### config.mk
export PLATFORM = sky130hd
export DESIGN_NAME = calendar_date_add_sub_diff
export DESIGN_NICKNAME = d
export VERILOG_FILES = /design/src/hdl/cdas_pkg.sv /design/src/hdl/cdas_alu.sv /design/src/hdl/cdas_ctrl.sv /design/src/hdl/cdas_dp.sv /design/src/hdl/calendar_date_add_sub_diff.sv
export SDC_FILE = /design/constraint.sdc
export NUM_CORES = 1
export LEC_CHECK = 0
export BUFFER_PORTS_ARGS = -buffer_cell sky130_fd_sc_hd__buf_2
export CAP_MARGIN = 10
export CORE_ASPECT_RATIO = 0.8
export CORE_MARGIN = 4
export CORE_UTILIZATION = 50
export CTS_BUF_LIST = sky130_fd_sc_hd__clkbuf_8
export CTS_CLUSTER_DIAMETER = 120
export DETAILED_ROUTE_END_ITERATION = 6
export PLACE_DENSITY = 0.79
export SYNTH_ARGS = -nofsm -noshare
export SYNTH_HDL_FRONTEND = slang
export SYNTH_SLANG_ARGS = --single-unit
### constraint.sdc
create_clock -name aclk -period 11.6 [get_ports aclk]
set_input_delay 1.74 -clock aclk [delete_from_list [all_inputs] [get_ports aclk]]
set_output_delay 1.74 -clock aclk [all_outputs]
set_load 0.01 [all_outputs]
### src/hdl/cdas_pkg.sv
// shared types, constants and calendar helper functions for the date engine
package cdas_pkg;

    // field widths of the item ports
    localparam int YEAR_W  = 14;
    localparam int MONTH_W = 4;
    localparam int DAY_W   = 5;
    localparam int COUNT_W = 16;
    localparam int DIFF_W  = 23;
    localparam int OP_W    = 2;

    // internal widths
    localparam int ACC_W  = 25;
    localparam int YR_W   = 18;
    localparam int REM_W  = 15;
    localparam int Q_W    = 6;
    localparam int R400_W = 9;

    // operation codes
    localparam logic [OP_W-1:0] OP_ADD  = 2'd0;
    localparam logic [OP_W-1:0] OP_SUB  = 2'd1;
    localparam logic [OP_W-1:0] OP_DIFF = 2'd2;
    localparam logic [OP_W-1:0] OP_CMP  = 2'd3;

    // calendar constants
    localparam logic [REM_W-1:0]   ERA_YEARS  = 15'd400;
    localparam logic [REM_W-1:0]   YEAR_SHIFT = 15'd400;
    localparam logic [R400_W-1:0]  ERA_LAST   = 9'd399;
    localparam logic [MONTH_W-1:0] MONTH_JAN  = 4'd1;
    localparam logic [MONTH_W-1:0] MONTH_FEB  = 4'd2;
    localparam logic [MONTH_W-1:0] MONTH_DEC  = 4'd12;
    localparam logic signed [ACC_W-1:0] DIFF_MAX = 25'sd4194303;
    localparam logic signed [ACC_W-1:0] DIFF_MIN = -25'sd4194304;

    // sequencer states
    typedef enum logic [2:0] {
        ST_IDLE,
        ST_INIT,
        ST_DIV,
        ST_OFS,
        ST_WALK,
        ST_SUM,
        ST_FIN
    } state_t;

    // terms of the day-number sum, one per adder pass
    typedef enum logic [3:0] {
        TRM_Y256,
        TRM_Y64,
        TRM_Y32,
        TRM_Y8,
        TRM_Y4,
        TRM_Y1,
        TRM_YQ4,
        TRM_YC100,
        TRM_YQ400,
        TRM_MD
    } term_t;

    // sequencer to datapath
    typedef struct packed {
        logic  capture;
        logic  init;
        logic  div;
        logic  ofs;
        logic  walk;
        logic  sum;
        logic  second;
        term_t term;
        logic  fin_load;
    } ctrl_t;

    // datapath to sequencer
    typedef struct packed {
        logic [OP_W-1:0] op;
        logic            div_more;
        logic            walk_done;
    } stat_t;

    // month 0 reads as january, 13..15 as december
    function automatic logic [MONTH_W-1:0] month_clamp(input logic [MONTH_W-1:0] m);
        logic [MONTH_W-1:0] r;
        r = m;
        if (m < MONTH_JAN) begin
            r = MONTH_JAN;
        end else if (m > MONTH_DEC) begin
            r = MONTH_DEC;
        end
        return r;
    endfunction

    // leap rule on the year modulo 400
    function automatic logic is_leap(input logic [R400_W-1:0] r);
        return (r[1:0] == 2'b00) && (r != 9'd100) && (r != 9'd200) && (r != 9'd300);
    endfunction

    // whole centuries within the 400-year cycle
    function automatic logic [1:0] century(input logic [R400_W-1:0] r);
        logic [1:0] c;
        priority if (r >= 9'd300) begin
            c = 2'd3;
        end else if (r >= 9'd200) begin
            c = 2'd2;
        end else if (r >= 9'd100) begin
            c = 2'd1;
        end else begin
            c = 2'd0;
        end
        return c;
    endfunction

    // days in a month
    function automatic logic [DAY_W-1:0] month_len(input logic [MONTH_W-1:0] m,
                                                   input logic leap);
        logic [DAY_W-1:0] len;
        unique case (m)
            4'd2:                    len = leap ? 5'd29 : 5'd28;
            4'd4, 4'd6, 4'd9, 4'd11: len = 5'd30;
            default:                 len = 5'd31;
        endcase
        return len;
    endfunction

    // days from march 1 to the first of the month, year starting in march
    function automatic logic [8:0] month_start(input logic [MONTH_W-1:0] m);
        logic [8:0] s;
        unique case (m)
            4'd3:    s = 9'd0;
            4'd4:    s = 9'd31;
            4'd5:    s = 9'd61;
            4'd6:    s = 9'd92;
            4'd7:    s = 9'd122;
            4'd8:    s = 9'd153;
            4'd9:    s = 9'd184;
            4'd10:   s = 9'd214;
            4'd11:   s = 9'd245;
            4'd12:   s = 9'd275;
            4'd1:    s = 9'd306;
            4'd2:    s = 9'd337;
            default: s = 9'd0;
        endcase
        return s;
    endfunction

endpackage

### src/hdl/cdas_alu.sv
// shared add/subtract unit used by the division, offset, walk and sum steps of the sequencer
module cdas_alu #(
    parameter int W = 25
) (
    input  logic signed [W-1:0] a,
    input  logic signed [W-1:0] b,
    input  logic                sub,
    output logic signed [W-1:0] sum
);

    // subtract as add of the inverted operand plus carry in
    assign sum = a + (b ^ {W{sub}}) + W'(sub);

endmodule

### src/hdl/cdas_ctrl.sv
// sequencer of the date engine: handshakes, step order and term counter
module cdas_ctrl (
    input  logic            aclk,
    input  logic            aresetn,
    input  logic            s_valid,
    output logic            s_ready,
    output logic            m_valid,
    input  logic            m_ready,
    input  cdas_pkg::stat_t stat,
    output cdas_pkg::ctrl_t ctl
);
    import cdas_pkg::*;

    state_t state_reg, state_next;
    logic   second_reg, second_next;
    term_t  term_reg, term_next;
    logic   m_valid_reg, m_valid_next;
    logic   fin_load;

    // next state and step counters
    always_comb begin
        state_next  = state_reg;
        second_next = second_reg;
        term_next   = term_reg;
        unique case (state_reg)
            ST_IDLE: begin
                if (s_valid) begin
                    state_next  = ST_INIT;
                    second_next = 1'b0;
                end
            end
            ST_INIT: begin
                state_next = (stat.op == OP_CMP) ? ST_FIN : ST_DIV;
            end
            ST_DIV: begin
                if (!stat.div_more) begin
                    state_next = (stat.op == OP_DIFF) ? ST_SUM : ST_OFS;
                    term_next  = TRM_Y256;
                end
            end
            ST_OFS: begin
                state_next = ST_WALK;
            end
            ST_WALK: begin
                if (stat.walk_done) begin
                    state_next = ST_FIN;
                end
            end
            ST_SUM: begin
                if (term_reg == TRM_MD) begin
                    state_next  = second_reg ? ST_FIN : ST_INIT;
                    second_next = 1'b1;
                end else begin
                    term_next = term_t'(term_reg + 4'd1);
                end
            end
            ST_FIN: begin
                if (!m_valid_reg || m_ready) begin
                    state_next = ST_IDLE;
                end
            end
            default: begin
                state_next = ST_IDLE;
            end
        endcase
    end

    // controls to the datapath
    always_comb begin
        fin_load     = (state_reg == ST_FIN) && (!m_valid_reg || m_ready);
        ctl          = '0;
        ctl.capture  = (state_reg == ST_IDLE) && s_valid;
        ctl.init     = (state_reg == ST_INIT);
        ctl.div      = (state_reg == ST_DIV);
        ctl.ofs      = (state_reg == ST_OFS);
        ctl.walk     = (state_reg == ST_WALK);
        ctl.sum      = (state_reg == ST_SUM);
        ctl.second   = second_reg;
        ctl.term     = term_reg;
        ctl.fin_load = fin_load;
        s_ready      = (state_reg == ST_IDLE);
        m_valid      = m_valid_reg;
    end

    // result valid flag
    always_comb begin
        m_valid_next = m_valid_reg;
        if (fin_load) begin
            m_valid_next = 1'b1;
        end else if (m_ready) begin
            m_valid_next = 1'b0;
        end
    end

    // control registers
    always_ff @(posedge aclk) begin
        if (!aresetn) begin
            state_reg   <= ST_IDLE;
            second_reg  <= 1'b0;
            term_reg    <= TRM_Y256;
            m_valid_reg <= 1'b0;
        end else begin
            state_reg   <= state_next;
            second_reg  <= second_next;
            term_reg    <= term_next;
            m_valid_reg <= m_valid_next;
        end
    end

    // an accepted item keeps the input closed on the next cycle
    a_busy_after_accept: assert property (@(posedge aclk) disable iff (!aresetn)
        s_valid && s_ready |=> !s_ready)
        else $error("input still open after an item was accepted");

    // a finished result waits while the output register is still held
    a_fin_waits: assert property (@(posedge aclk) disable iff (!aresetn)
        (state_reg == ST_FIN) && m_valid_reg && !m_ready |=> (state_reg == ST_FIN))
        else $error("result overwrote an item not yet taken");

    // results appear only out of the finishing step
    a_result_from_fin: assert property (@(posedge aclk) disable iff (!aresetn)
        $rose(m_valid_reg) |-> ($past(state_reg) == ST_FIN))
        else $error("result valid raised outside the finishing step");

endmodule

### src/hdl/cdas_dp.sv
// datapath of the date engine: item registers, shared adder, month walk and result registers
module cdas_dp #(
    parameter int unsigned YEAR_MAX = 9999
) (
    input  logic                                aclk,
    input  logic                                aresetn,
    input  cdas_pkg::ctrl_t                     ctl,
    output cdas_pkg::stat_t                     stat,
    input  logic [cdas_pkg::OP_W-1:0]           in_op,
    input  logic [cdas_pkg::YEAR_W-1:0]         in_first_year,
    input  logic [cdas_pkg::MONTH_W-1:0]        in_first_month,
    input  logic [cdas_pkg::DAY_W-1:0]          in_first_day,
    input  logic [cdas_pkg::YEAR_W-1:0]         in_second_year,
    input  logic [cdas_pkg::MONTH_W-1:0]        in_second_month,
    input  logic [cdas_pkg::DAY_W-1:0]          in_second_day,
    input  logic signed [cdas_pkg::COUNT_W-1:0] in_day_count,
    output logic [cdas_pkg::YEAR_W-1:0]         res_year,
    output logic [cdas_pkg::MONTH_W-1:0]        res_month,
    output logic [cdas_pkg::DAY_W-1:0]          res_day,
    output logic signed [cdas_pkg::DIFF_W-1:0]  res_diff,
    output logic                                res_less,
    output logic                                res_equal,
    output logic                                res_oor
);
    import cdas_pkg::*;

    localparam logic signed [YR_W-1:0] YearMaxS = YR_W'(YEAR_MAX);

    // item registers
    logic [OP_W-1:0]           op_reg;
    logic [YEAR_W-1:0]         fy_reg, sy_reg;
    logic [MONTH_W-1:0]        fm_reg, sm_reg;
    logic [DAY_W-1:0]          fd_reg, sd_reg;
    logic signed [COUNT_W-1:0] cnt_reg;

    // working registers
    logic signed [ACC_W-1:0]   acc_reg, acc_next;
    logic [REM_W-1:0]          rem_reg, rem_next;
    logic [Q_W-1:0]            q_reg, q_next;
    logic signed [YR_W-1:0]    year_reg, year_next;
    logic [MONTH_W-1:0]        month_reg, month_next;

    // result registers
    logic [YEAR_W-1:0]         res_year_reg, res_year_next;
    logic [MONTH_W-1:0]        res_month_reg, res_month_next;
    logic [DAY_W-1:0]          res_day_reg, res_day_next;
    logic signed [DIFF_W-1:0]  res_diff_reg, res_diff_next;
    logic                      res_less_reg, res_less_next;
    logic                      res_equal_reg, res_equal_next;
    logic                      res_oor_reg, res_oor_next;

    logic [YEAR_W-1:0]         sel_y;
    logic [MONTH_W-1:0]        sel_m;
    logic [DAY_W-1:0]          sel_d;
    logic [REM_W-1:0]          yy;
    logic signed [ACC_W-1:0]   yy_e;
    logic signed [9:0]         msd;
    logic [R400_W-1:0]         r400, r400_inc, r400_dec;
    logic                      leap;
    logic [MONTH_W-1:0]        m_prev;
    logic [DAY_W-1:0]          len_f, len_b;
    logic                      acc_neg;
    logic signed [ACC_W-1:0]   term_val;
    logic                      term_neg;
    logic signed [ACC_W-1:0]   alu_a, alu_b, alu_sum;
    logic                      alu_sub;

    // capture of the accepted item
    always_ff @(posedge aclk) begin
        if (ctl.capture) begin
            op_reg  <= in_op;
            fy_reg  <= in_first_year;
            fm_reg  <= in_first_month;
            fd_reg  <= in_first_day;
            sy_reg  <= in_second_year;
            sm_reg  <= in_second_month;
            sd_reg  <= in_second_day;
            cnt_reg <= in_day_count;
        end
    end

    // date under work and its shifted year (march-based for the day number)
    always_comb begin
        sel_y = ctl.second ? sy_reg : fy_reg;
        sel_m = month_clamp(ctl.second ? sm_reg : fm_reg);
        sel_d = ctl.second ? sd_reg : fd_reg;
        if (op_reg == OP_DIFF) begin
            yy = REM_W'(sel_y) + YEAR_SHIFT - REM_W'(sel_m <= MONTH_FEB);
        end else begin
            yy = REM_W'(sel_y);
        end
        yy_e = ACC_W'(yy);
        msd  = signed'(10'(month_start(sel_m)) + 10'(sel_d) - 10'd1);
    end

    // calendar position of the walk
    always_comb begin
        r400     = rem_reg[R400_W-1:0];
        r400_inc = (r400 == ERA_LAST) ? '0 : r400 + 9'd1;
        r400_dec = (r400 == '0) ? ERA_LAST : r400 - 9'd1;
        leap     = is_leap(r400);
        m_prev   = (month_reg == MONTH_JAN) ? MONTH_DEC : month_reg - 4'd1;
        len_f    = month_len(month_reg, leap);
        len_b    = month_len(m_prev, leap);
        acc_neg  = acc_reg[ACC_W-1];
    end

    // terms of 365*yy + yy/4 - yy/100 + yy/400 + month start + day - 1
    always_comb begin
        term_neg = 1'b0;
        unique case (ctl.term)
            TRM_Y256:  term_val = yy_e <<< 8;
            TRM_Y64:   term_val = yy_e <<< 6;
            TRM_Y32:   term_val = yy_e <<< 5;
            TRM_Y8:    term_val = yy_e <<< 3;
            TRM_Y4:    term_val = yy_e <<< 2;
            TRM_Y1:    term_val = yy_e;
            TRM_YQ4:   term_val = yy_e >>> 2;
            TRM_YC100: begin
                term_val = ACC_W'({q_reg, 2'b00}) + ACC_W'(century(r400));
                term_neg = 1'b1;
            end
            TRM_YQ400: term_val = ACC_W'(q_reg);
            TRM_MD:    term_val = ACC_W'(msd);
            default:   term_val = '0;
        endcase
    end

    // operand selection for the shared adder
    always_comb begin
        unique if (ctl.div) begin
            alu_a   = ACC_W'(rem_reg);
            alu_b   = ACC_W'(ERA_YEARS);
            alu_sub = 1'b1;
        end else if (ctl.ofs) begin
            alu_a   = acc_reg;
            alu_b   = ACC_W'(cnt_reg);
            alu_sub = (op_reg == OP_SUB);
        end else if (ctl.walk) begin
            alu_a   = acc_reg;
            alu_b   = ACC_W'(acc_neg ? len_b : len_f);
            alu_sub = !acc_neg;
        end else begin
            alu_a   = acc_reg;
            alu_b   = term_val;
            alu_sub = term_neg ^ ctl.second;
        end
    end

    cdas_alu #(
        .W (ACC_W)
    ) u_alu (
        .a   (alu_a),
        .b   (alu_b),
        .sub (alu_sub),
        .sum (alu_sum)
    );

    // status to the sequencer
    always_comb begin
        stat.op        = op_reg;
        stat.div_more  = !alu_sum[ACC_W-1];
        stat.walk_done = !acc_neg && alu_sum[ACC_W-1];
    end

    // working register updates
    always_comb begin
        acc_next   = acc_reg;
        rem_next   = rem_reg;
        q_next     = q_reg;
        year_next  = year_reg;
        month_next = month_reg;
        if (ctl.init) begin
            rem_next = yy;
            q_next   = '0;
            if (op_reg != OP_DIFF) begin
                acc_next   = ACC_W'(fd_reg) - ACC_W'(1);
                year_next  = YR_W'(fy_reg);
                month_next = month_clamp(fm_reg);
            end else if (!ctl.second) begin
                acc_next = '0;
            end
        end
        // repeated subtraction of 400 years
        if (ctl.div && stat.div_more) begin
            rem_next = alu_sum[REM_W-1:0];
            q_next   = q_reg + Q_W'(1);
        end
        if (ctl.ofs || ctl.sum) begin
            acc_next = alu_sum;
        end
        // one month per step, back while negative, forward while a month fits
        if (ctl.walk) begin
            if (acc_neg) begin
                acc_next   = alu_sum;
                month_next = m_prev;
                if (month_reg == MONTH_JAN) begin
                    year_next = year_reg - YR_W'(1);
                    rem_next  = REM_W'(r400_dec);
                end
            end else if (!alu_sum[ACC_W-1]) begin
                acc_next = alu_sum;
                if (month_reg == MONTH_DEC) begin
                    month_next = MONTH_JAN;
                    year_next  = year_reg + YR_W'(1);
                    rem_next   = REM_W'(r400_inc);
                end else begin
                    month_next = month_reg + 4'd1;
                end
            end
        end
    end

    always_ff @(posedge aclk) begin
        acc_reg   <= acc_next;
        rem_reg   <= rem_next;
        q_reg     <= q_next;
        year_reg  <= year_next;
        month_reg <= month_next;
    end

    // result formation with range clamps
    always_comb begin
        res_year_next  = '0;
        res_month_next = '0;
        res_day_next   = '0;
        res_diff_next  = '0;
        res_less_next  = 1'b0;
        res_equal_next = 1'b0;
        res_oor_next   = 1'b0;
        unique case (op_reg)
            OP_ADD, OP_SUB: begin
                if (year_reg < 0) begin
                    res_month_next = MONTH_JAN;
                    res_day_next   = 5'd1;
                    res_oor_next   = 1'b1;
                end else if (year_reg > YearMaxS) begin
                    res_year_next  = YearMaxS[YEAR_W-1:0];
                    res_month_next = MONTH_DEC;
                    res_day_next   = 5'd31;
                    res_oor_next   = 1'b1;
                end else begin
                    res_year_next  = year_reg[YEAR_W-1:0];
                    res_month_next = month_reg;
                    res_day_next   = acc_reg[DAY_W-1:0] + 5'd1;
                end
            end
            OP_DIFF: begin
                if (acc_reg > DIFF_MAX) begin
                    res_diff_next = DIFF_MAX[DIFF_W-1:0];
                    res_oor_next  = 1'b1;
                end else if (acc_reg < DIFF_MIN) begin
                    res_diff_next = DIFF_MIN[DIFF_W-1:0];
                    res_oor_next  = 1'b1;
                end else begin
                    res_diff_next = acc_reg[DIFF_W-1:0];
                end
            end
            OP_CMP: begin
                res_less_next  = {fy_reg, fm_reg, fd_reg} < {sy_reg, sm_reg, sd_reg};
                res_equal_next = {fy_reg, fm_reg, fd_reg} == {sy_reg, sm_reg, sd_reg};
            end
        endcase
    end

    always_ff @(posedge aclk) begin
        if (ctl.fin_load) begin
            res_year_reg  <= res_year_next;
            res_month_reg <= res_month_next;
            res_day_reg   <= res_day_next;
            res_diff_reg  <= res_diff_next;
            res_less_reg  <= res_less_next;
            res_equal_reg <= res_equal_next;
            res_oor_reg   <= res_oor_next;
        end
    end

    assign res_year  = res_year_reg;
    assign res_month = res_month_reg;
    assign res_day   = res_day_reg;
    assign res_diff  = res_diff_reg;
    assign res_less  = res_less_reg;
    assign res_equal = res_equal_reg;
    assign res_oor   = res_oor_reg;

    // the walk only ever sees a real month
    a_walk_month: assert property (@(posedge aclk) disable iff (!aresetn)
        ctl.walk |-> (month_reg >= MONTH_JAN) && (month_reg <= MONTH_DEC))
        else $error("month left 1..12 during the walk");

    // year-in-cycle tracking stays below 400 through every carry
    a_walk_era: assert property (@(posedge aclk) disable iff (!aresetn)
        ctl.walk |-> (rem_reg < ERA_YEARS))
        else $error("year modulo 400 out of range during the walk");

    // the walk ends with an offset inside the month
    a_walk_end: assert property (@(posedge aclk) disable iff (!aresetn)
        ctl.walk && stat.walk_done |-> (acc_reg >= 0) && (acc_reg < 31))
        else $error("walk ended with a day offset outside the month");

endmodule

### src/hdl/calendar_date_add_sub_diff.sv
// top level of the gregorian date engine: add/subtract days, day difference, compare
//
// channel | handshake         | carries
// --------+-------------------+-------------------------------------------------
// s_      | s_valid / s_ready | op, first date, second date, day_count
// m_      | m_valid / m_ready | result date, day_difference, less/equal, range
//
// compare goes from accept through the init step and the finishing step to the output register
// difference runs two 400-year reductions and ten adder passes per date on the one shared adder
// add/subtract runs a 400-year reduction, the day-count offset and then the
// month-by-month walk, all on the shared adder
// one item at a time; s_ready is high only when idle, and a finished result may sit in
// the output register while the next item is taken
// aresetn is synchronous and clears only control state
module calendar_date_add_sub_diff #(
    parameter int unsigned YEAR_MAX = 9999
) (
    input  logic                                aclk,
    input  logic                                aresetn,
    input  logic                                s_valid,
    output logic                                s_ready,
    input  logic [cdas_pkg::OP_W-1:0]           s_op,
    input  logic [cdas_pkg::YEAR_W-1:0]         s_first_year,
    input  logic [cdas_pkg::MONTH_W-1:0]        s_first_month,
    input  logic [cdas_pkg::DAY_W-1:0]          s_first_day,
    input  logic [cdas_pkg::YEAR_W-1:0]         s_second_year,
    input  logic [cdas_pkg::MONTH_W-1:0]        s_second_month,
    input  logic [cdas_pkg::DAY_W-1:0]          s_second_day,
    input  logic signed [cdas_pkg::COUNT_W-1:0] s_day_count,
    output logic                                m_valid,
    input  logic                                m_ready,
    output logic [cdas_pkg::YEAR_W-1:0]         m_result_year,
    output logic [cdas_pkg::MONTH_W-1:0]        m_result_month,
    output logic [cdas_pkg::DAY_W-1:0]          m_result_day,
    output logic signed [cdas_pkg::DIFF_W-1:0]  m_day_difference,
    output logic                                m_is_less,
    output logic                                m_is_equal,
    output logic                                m_out_of_range
);
    import cdas_pkg::*;

    ctrl_t ctl;
    stat_t stat;

    // sequencer
    cdas_ctrl u_ctrl (
        .aclk    (aclk),
        .aresetn (aresetn),
        .s_valid (s_valid),
        .s_ready (s_ready),
        .m_valid (m_valid),
        .m_ready (m_ready),
        .stat    (stat),
        .ctl     (ctl)
    );

    // datapath with the shared adder
    cdas_dp #(
        .YEAR_MAX (YEAR_MAX)
    ) u_dp (
        .aclk            (aclk),
        .aresetn         (aresetn),
        .ctl             (ctl),
        .stat            (stat),
        .in_op           (s_op),
        .in_first_year   (s_first_year),
        .in_first_month  (s_first_month),
        .in_first_day    (s_first_day),
        .in_second_year  (s_second_year),
        .in_second_month (s_second_month),
        .in_second_day   (s_second_day),
        .in_day_count    (s_day_count),
        .res_year        (m_result_year),
        .res_month       (m_result_month),
        .res_day         (m_result_day),
        .res_diff        (m_day_difference),
        .res_less        (m_is_less),
        .res_equal       (m_is_equal),
        .res_oor         (m_out_of_range)
    );

endmodule

==> results of run 1 <==
power groups by stage:
stage	registers [mW]	clock network (mW)	logic, mW
after floorplan	1.09	0	2.60
after global placement	1.26	0	3.23
after detailed placement	1.26	0	3.28
after CTS	1.25	0.473	3.31
after global routing	1.29	0.501	3.71
final	1.26	0.473	3.40
logic make-up after synthesis:
logic type / share of synthesized area
compound gates: 0.260
xor+xnor: 0.0524
fa+ha+maj: 0.0840
buf+inv: 0.0514
flops: 0.339
mux: 0.0390
simple gates: 0.174
worst max path at each step:
| stage | slack, ns | to |
|---|---|---|
| final | 2.51 | u_dp.acc_reg[23] |
| after global routing | 1.92 | u_dp.acc_reg[23] |
| after CTS | 2.76 | u_dp.acc_reg[23] |
| after detailed placement | 2.83 | u_dp.acc_reg[23] |
| after global placement | 2.89 | u_dp.acc_reg[23] |
| after floorplan | 4.10 | u_ctrl.state_reg[1] |
cells in the final DEF (no fill, tap or decap), drive strengths merged, types with 40 or more instances in the layout:
cell type	count
nand2	179
mux2i	48
buf	139
inv	88
o21ai	100
xnor2	59
o21a	56
a21oi	136
dfxtp	71
nor2	124
edfxtp	119
nor3	40
ha	94
final cells by class:
| cell class | instances | area share |
|---|---|---|
| Clock inverter | 14 | 0.00991 |
| Inverter | 83 | 0.0196 |
| Timing Repair Buffer | 139 | 0.0470 |
| Antenna cell | 1 | 0.000157 |
| Sequential cell | 190 | 0.314 |
| Tap cell | 370 | 0.0291 |
| Multi-Input combinational cell | 1327 | 0.564 |
| Clock buffer | 18 | 0.0156 |
metal layers:
| metal | share of wire | global-route usage |
|---|---|---|
| met1 | 0.44 | 0.429 |
| met3 | 0.12 | 0.0655 |
| met2 | 0.42 | 0.407 |
| met5 | 0.00083 | 0 |
| met4 | 0.022 | 0.0701 |
worst register-to-register path, delay by kind of cell, from the launching register on:
| kind | cells | cell delay, ns |
|---|---|---|
| AO/OA/AOI/OAI | 11 | 2.61 |
| XOR/XNOR | 2 | 1.19 |
| adder cells (fa/ha/maj) | 5 | 1.31 |
| buffers and inverters | 2 | 0.13 |
| flip-flops | 1 | 0.94 |
| multiplexers | 2 | 0.78 |
| AND/OR/NAND/NOR | 9 | 2.02 |
==> results.cfg, run 1 <==
[finish]
layout.area.seq_sq_um = 5000
final.fill_count = 2653
largest_reg_flops = 25
final_cell_area_sq_um = 15900
layout.cells.non_filler = 2142
fin_util = 0.556
area_growth_pct = 8.11
drive_gt1_frac = 0.123
layout.nets = 1923
multiInputGateArea_sq_um = 8980

[yosys]
synth-edff-count = 119
synth_area_leaders = edfxtp_1 24%, dfxtp_1 9.7%, ha_1 8.0%, a21oi_1 4.6%, nand2_1 4.5%
syn-cell-area_sq_um = 14700
synthFlopType = edfxtp_1
avgSynthCellArea_sq_um = 8.63
synth_cell_types = 93
synth_top_area_cell = edfxtp_1
syn_nets = 1870
yosys.area.top_type_share = 0.243
ys_seq_area_frac = 0.339
synth-seq-cells = 190
syn_inst = 1705
synth_most_common_cell = nand2_1
synthArstFlopShare = 0
yosysWarnings = 0
synth_common_cells = 178 x nand2_1, 135 x a21oi_1, 123 x nor2_1, 119 x edfxtp_1

[cts]
post_cts_resized = 0
cts.sinks = 190
postCtsHoldBufs = 0
clockBufferDepth = 2
cts-buffers-inserted = 17
cts_tree = built
cts_setup_buffers = 0
cts_root_buffer = clkbuf_8
clk_latency_ns = 0.53
clkTransAtPathRegs_ns = 0.12
htreeDepth = 4

[power]
clkPwrFrac = 0.092
p_comb_frac = 0.662
p_leak_nw = 6.37
power.internal_mw = 2.41
ir_drop_mv = 0.187
p_switching_mw = 2.72
power_mw = 5.13
seq_power_share = 0.246
swShare = 0.530
power_density_nw_per_um2 = 323

[grt]
grt_max_degree = 65
grt_pass1_vias = 12800
grt_use_total = 0.283
grt_pass1_wl_um = 72400
antenna_found_initial = 1
grt_overflow = 0

[setup_path]
crit_fanout = 49
r2r_end = u_dp.acc_reg[23]
worst_path_max_delay_cell = dfxtp_2
cp_data_arrival_time_ns = 9.50
r2r_cells = 31
rr_startpoint = u_ctrl.second_reg
rrSetupSlack_ns = 2.51
crit_path_start_kind = flip-flop
worstPathBufferInverterCount = 2
crit_top_cell = nor2_1
cp_slowest_stage_delay_ns = 0.94
cp_top_family = compound AO/OA/AOI/OAI gates
cp-startpoint = u_ctrl.second_reg
cp.depth = 31
end_kind = flip-flop
cp_data_required_time_ns = 12.01
crit_type = flip-flop to flip-flop

[sta]
finalSetupViolations = 0
setup_slack_ns = 2.51
slew_headroom = 0.206
period_needed_ns = 9.09
drv_slew = 0
fmax_mhz = 110
hold_viol = 0
period_share = 0.784
setup_tns_ns = 0
rsz0062_at_grt = no
skew_ns = 0.0369
max_slew.worst_pin.slew_ns = 1.18
hold_slack_ns = 0.540

[floorplanning]
start_util = 0.514
coreArea_sq_um = 28600
row_count = 55
die_area_sq_um = 32300
io_pins = 119
die_h_um = 161
dieWidth_um = 200

[place]
dp.cells = 2109
portBuffers = 118
hpwl_um = 34600
dp_slack_ns = 2.83
placed_area_sq_um = 15500
place.gp.congestion = 0.988

[min_path]
hold_end = u_dp.rem_reg[9]
min_from = u_dp.rem_reg[9]
holdPathStages = 2
hold_path.class = flip-flop to flip-flop

[drt]
finalWirelength_um = 46800
vias = 14000
remaining_drc_errors = 29
avgRoutedWirePerCell_um = 21.8
postRouteAntennaNets = 0
routed_via_density = 6.53
first_pass_iters = 7
drtIter0Drc = 2056

[outcome]
violations = DRC
outcome = finished, violations left

[run]
cap_violations = 0
(Power assumes the default switching activity.)
==> run 2: changes to the inputs <==
--- a/config.mk
+++ b/config.mk
@@ -5,6 +5,7 @@
 export SDC_FILE = /design/constraint.sdc
 export NUM_CORES = 1
 export LEC_CHECK = 0
+export ABC_AREA = 1
 export BUFFER_PORTS_ARGS = -buffer_cell sky130_fd_sc_hd__buf_2
 export CAP_MARGIN = 10
 export CORE_ASPECT_RATIO = 0.8
@@ -13,7 +14,7 @@
 export CTS_BUF_LIST = sky130_fd_sc_hd__clkbuf_8
 export CTS_CLUSTER_DIAMETER = 120
 export DETAILED_ROUTE_END_ITERATION = 6
-export PLACE_DENSITY = 0.79
+export PLACE_DENSITY = 0.82
 export SYNTH_ARGS = -nofsm -noshare
 export SYNTH_HDL_FRONTEND = slang
 export SYNTH_SLANG_ARGS = --single-unit
==> constraint.sdc (replaced) <==
create_clock -name aclk -period 7.8 [get_ports aclk]
set_input_delay 1.17 -clock aclk [delete_from_list [all_inputs] [get_ports aclk]]
set_output_delay 1.17 -clock aclk [all_outputs]
set_load 0.01 [all_outputs]
==> results.cfg, run 2 <==
[place]
portBuffers = 118
place.gp.congestion = 0.988
hpwl_um = 38900

[sta]
max_slew.worst_pin.slew_ns = 0.985
hold_slack_ns = 0.478
period_needed_ns = 7.16
hold_viol = 0
drv_slew = 0
finalSetupViolations = 0
rsz0062_at_grt = no
fmax_mhz = 140
slew_headroom = 0.338
skew_ns = 0.0210
period_share = 0.918
setup_tns_ns = 0

[drt]
routed_via_density = 5.86
remaining_drc_errors = 0
finalWirelength_um = 49300
drtIter0Drc = 1980
vias = 15200
postRouteAntennaNets = 0
avgRoutedWirePerCell_um = 19.0
first_pass_iters = 6

[setup_path]
crit_type = flip-flop to flip-flop
rrSetupSlack_ns = 0.64
cp_slowest_stage_delay_ns = 0.56
crit_fanout = 11
cp_data_required_time_ns = 8.23
crit_path_start_kind = flip-flop
rr_startpoint = u_ctrl.second_reg
end_kind = flip-flop
crit_top_cell = nand2_1
worst_path_max_delay_cell = a2111oi_1
cp_data_arrival_time_ns = 7.60
r2r_end = u_ctrl.state_reg[2]
r2r_cells = 34

[yosys]
syn_inst = 2107
synth_top_area_cell = edfxtp_1
avgSynthCellArea_sq_um = 7.02
synth_top_family_by_area = simple AND/OR/NAND/NOR gates
ys_seq_area_frac = 0.338
synth-seq-cells = 190
synth_cell_types = 60
synth-compound-area-share = 0.195
synthFlopType = edfxtp_1
synth_area_leaders = edfxtp_1 24%, nand2_1 13%, dfxtp_1 9.6%, ha_1 8.0%, inv_1 7.8%
yosys.area_share.simple = 0.252
synth_common_cells = 504 x nand2_1, 306 x inv_1, 202 x o21ai_0, 162 x nor2_1, 139 x a21oi_1
yosys.area.top_type_share = 0.242
yosys.area_share.xor_xnor = 0.0296
synth.mux.area_fraction = 0.000677
synth_most_common_cell = nand2_1
syn_nets = 2272
yosysWarnings = 0
syn-cell-area_sq_um = 14800
synthAdderAreaFrac = 0.0836
synthArstFlopShare = 0
synth-edff-count = 119

[floorplanning]
dieWidth_um = 200
coreArea_sq_um = 29200
die_area_sq_um = 32400
start_util = 0.506
row_count = 56
io_pins = 119
die_h_um = 162

[run]
cap_violations = 0

[finish]
area_growth_pct = 9.51
layout_commonest_cell = nand2_1
largest_reg_flops = 25
layout.nets = 2366
diodes = 0
drive_gt1_frac = 0.100
layout_common_cells = 504 x nand2_1, 305 x inv_1, 201 x o21ai_0, 159 x nor2_1, 139 x a21oi_1
final.fill_count = 2798

[power]
power.internal_mw = 3.26
clkPwrFrac = 0.092
p_switching_mw = 4.28
power_mw = 7.54
swShare = 0.567
p_comb_frac = 0.676
ir_drop_mv = 0.218
power_density_nw_per_um2 = 465
p_leak_nw = 7.57
seq_power_share = 0.232

[cts]
cts.sinks = 190
htreeDepth = 4
cts-buffers-inserted = 17
cts_tree = built
cts_root_buffer = clkbuf_8
postCtsHoldBufs = 0
clkTransAtPathRegs_ns = 0.11
clk_latency_ns = 0.51
clockBufferDepth = 2

[grt]
grt_pass1_vias = 13900
grt_use_total = 0.296
grt_overflow = 0
grt_pass1_wl_um = 76700
grt_max_degree = 65
antenna_found_initial = 0

[outcome]
outcome = finished, final reports clean

[min_path]
hold_end = u_dp.acc_reg[14]
min_from = u_dp.acc_reg[14]
holdPathStages = 2
hold_path.class = flip-flop to flip-flop
## run 2: cell families (layout without fill, tap and decap cells)
kind of cell             count (synthesis)  after routing
AND/OR/NAND/NOR                        880            880
AO/OA/AOI/OAI                          500            500
buffers and inverters                  389            496
flip-flops                             190            190
adder cells (fa/ha/maj)                 97             97
XOR/XNOR                                50             50
multiplexers                             1              1
## run 2: power by group through the flow
stage | Combinational, mW | Clock [mW] | Sequential, mW
CTS | 4.93 | 0.700 | 1.73
floorplan | 3.59 | 0 | 1.58
detailed placement | 4.90 | 0 | 1.76
global placement | 4.87 | 0 | 1.75
global route | 5.60 | 0.739 | 1.78
finish | 5.10 | 0.696 | 1.75
## run 2: layout make-up
class / instances / area (sq um) / share of cell area
Multi-Input combinational cell: 1528 / 8340 / 0.515
Sequential cell: 190 / 5000 / 0.308
Inverter: 322 / 1210 / 0.0749
Timing Repair Buffer: 142 / 771 / 0.0476
Tap cell: 377 / 472 / 0.0291
Clock buffer: 18 / 248 / 0.0153
Clock inverter: 14 / 161 / 0.00996
## run 2: metrics by stage
stage | setup slack, ns | util | instances | cell area, sq um
after CTS | 0.331 | 0.553 | 2591 | 16200
after floorplan | 1.13 | - | 2107 | 14800
after global placement | 0.427 | 0.539 | 2559 | 15800
after global routing | 0.0249 | 0.554 | 2591 | 16200
after detailed placement | 0.356 | 0.539 | 2559 | 15800
final | 0.636 | 0.554 | 2591 | 16200
## run 2: repair_timing
action	CTS	global route
setup endpoints to repair	0	62
buffers inserted	0	0
resized for setup	0	9
endpoints found under the hold margin	0	0
## run 2: metal layers
layer / GRT usage / share of wire / vias up
met1: 0.435 / 0.45 / 6994
met3: 0.0605 / 0.11 / 89
met5: 0 / 0 / -
met4: 0.0832 / 0.025 / 0
li1: - / - / 7244
met2: 0.445 / 0.42 / 858
## run 2: how the worst max path moves through the flow
stage / from / slack (ns) / end
floorplan: u_ctrl.second_reg / 1.13 / u_dp.q_reg[0]
global placement: u_ctrl.second_reg / 0.43 / u_dp.rem_reg[0]
detailed placement: u_ctrl.second_reg / 0.36 / u_dp.rem_reg[0]
CTS: u_ctrl.second_reg / 0.33 / u_dp.rem_reg[2]
global route: u_dp.fm_reg[2] / 0.02 / u_ctrl.state_reg[1]
finish: u_ctrl.second_reg / 0.64 / u_ctrl.state_reg[2]
## run 2: critical path, delay by kind of cell, from the launching register on
family | cells | cell delay [ns]
AO/OA/AOI/OAI | 10 | 2.26
XOR/XNOR | 2 | 0.34
adder cells (fa/ha/maj) | 5 | 1.68
buffers and inverters | 4 | 0.63
flip-flops | 1 | 0.42
AND/OR/NAND/NOR | 13 | 1.77
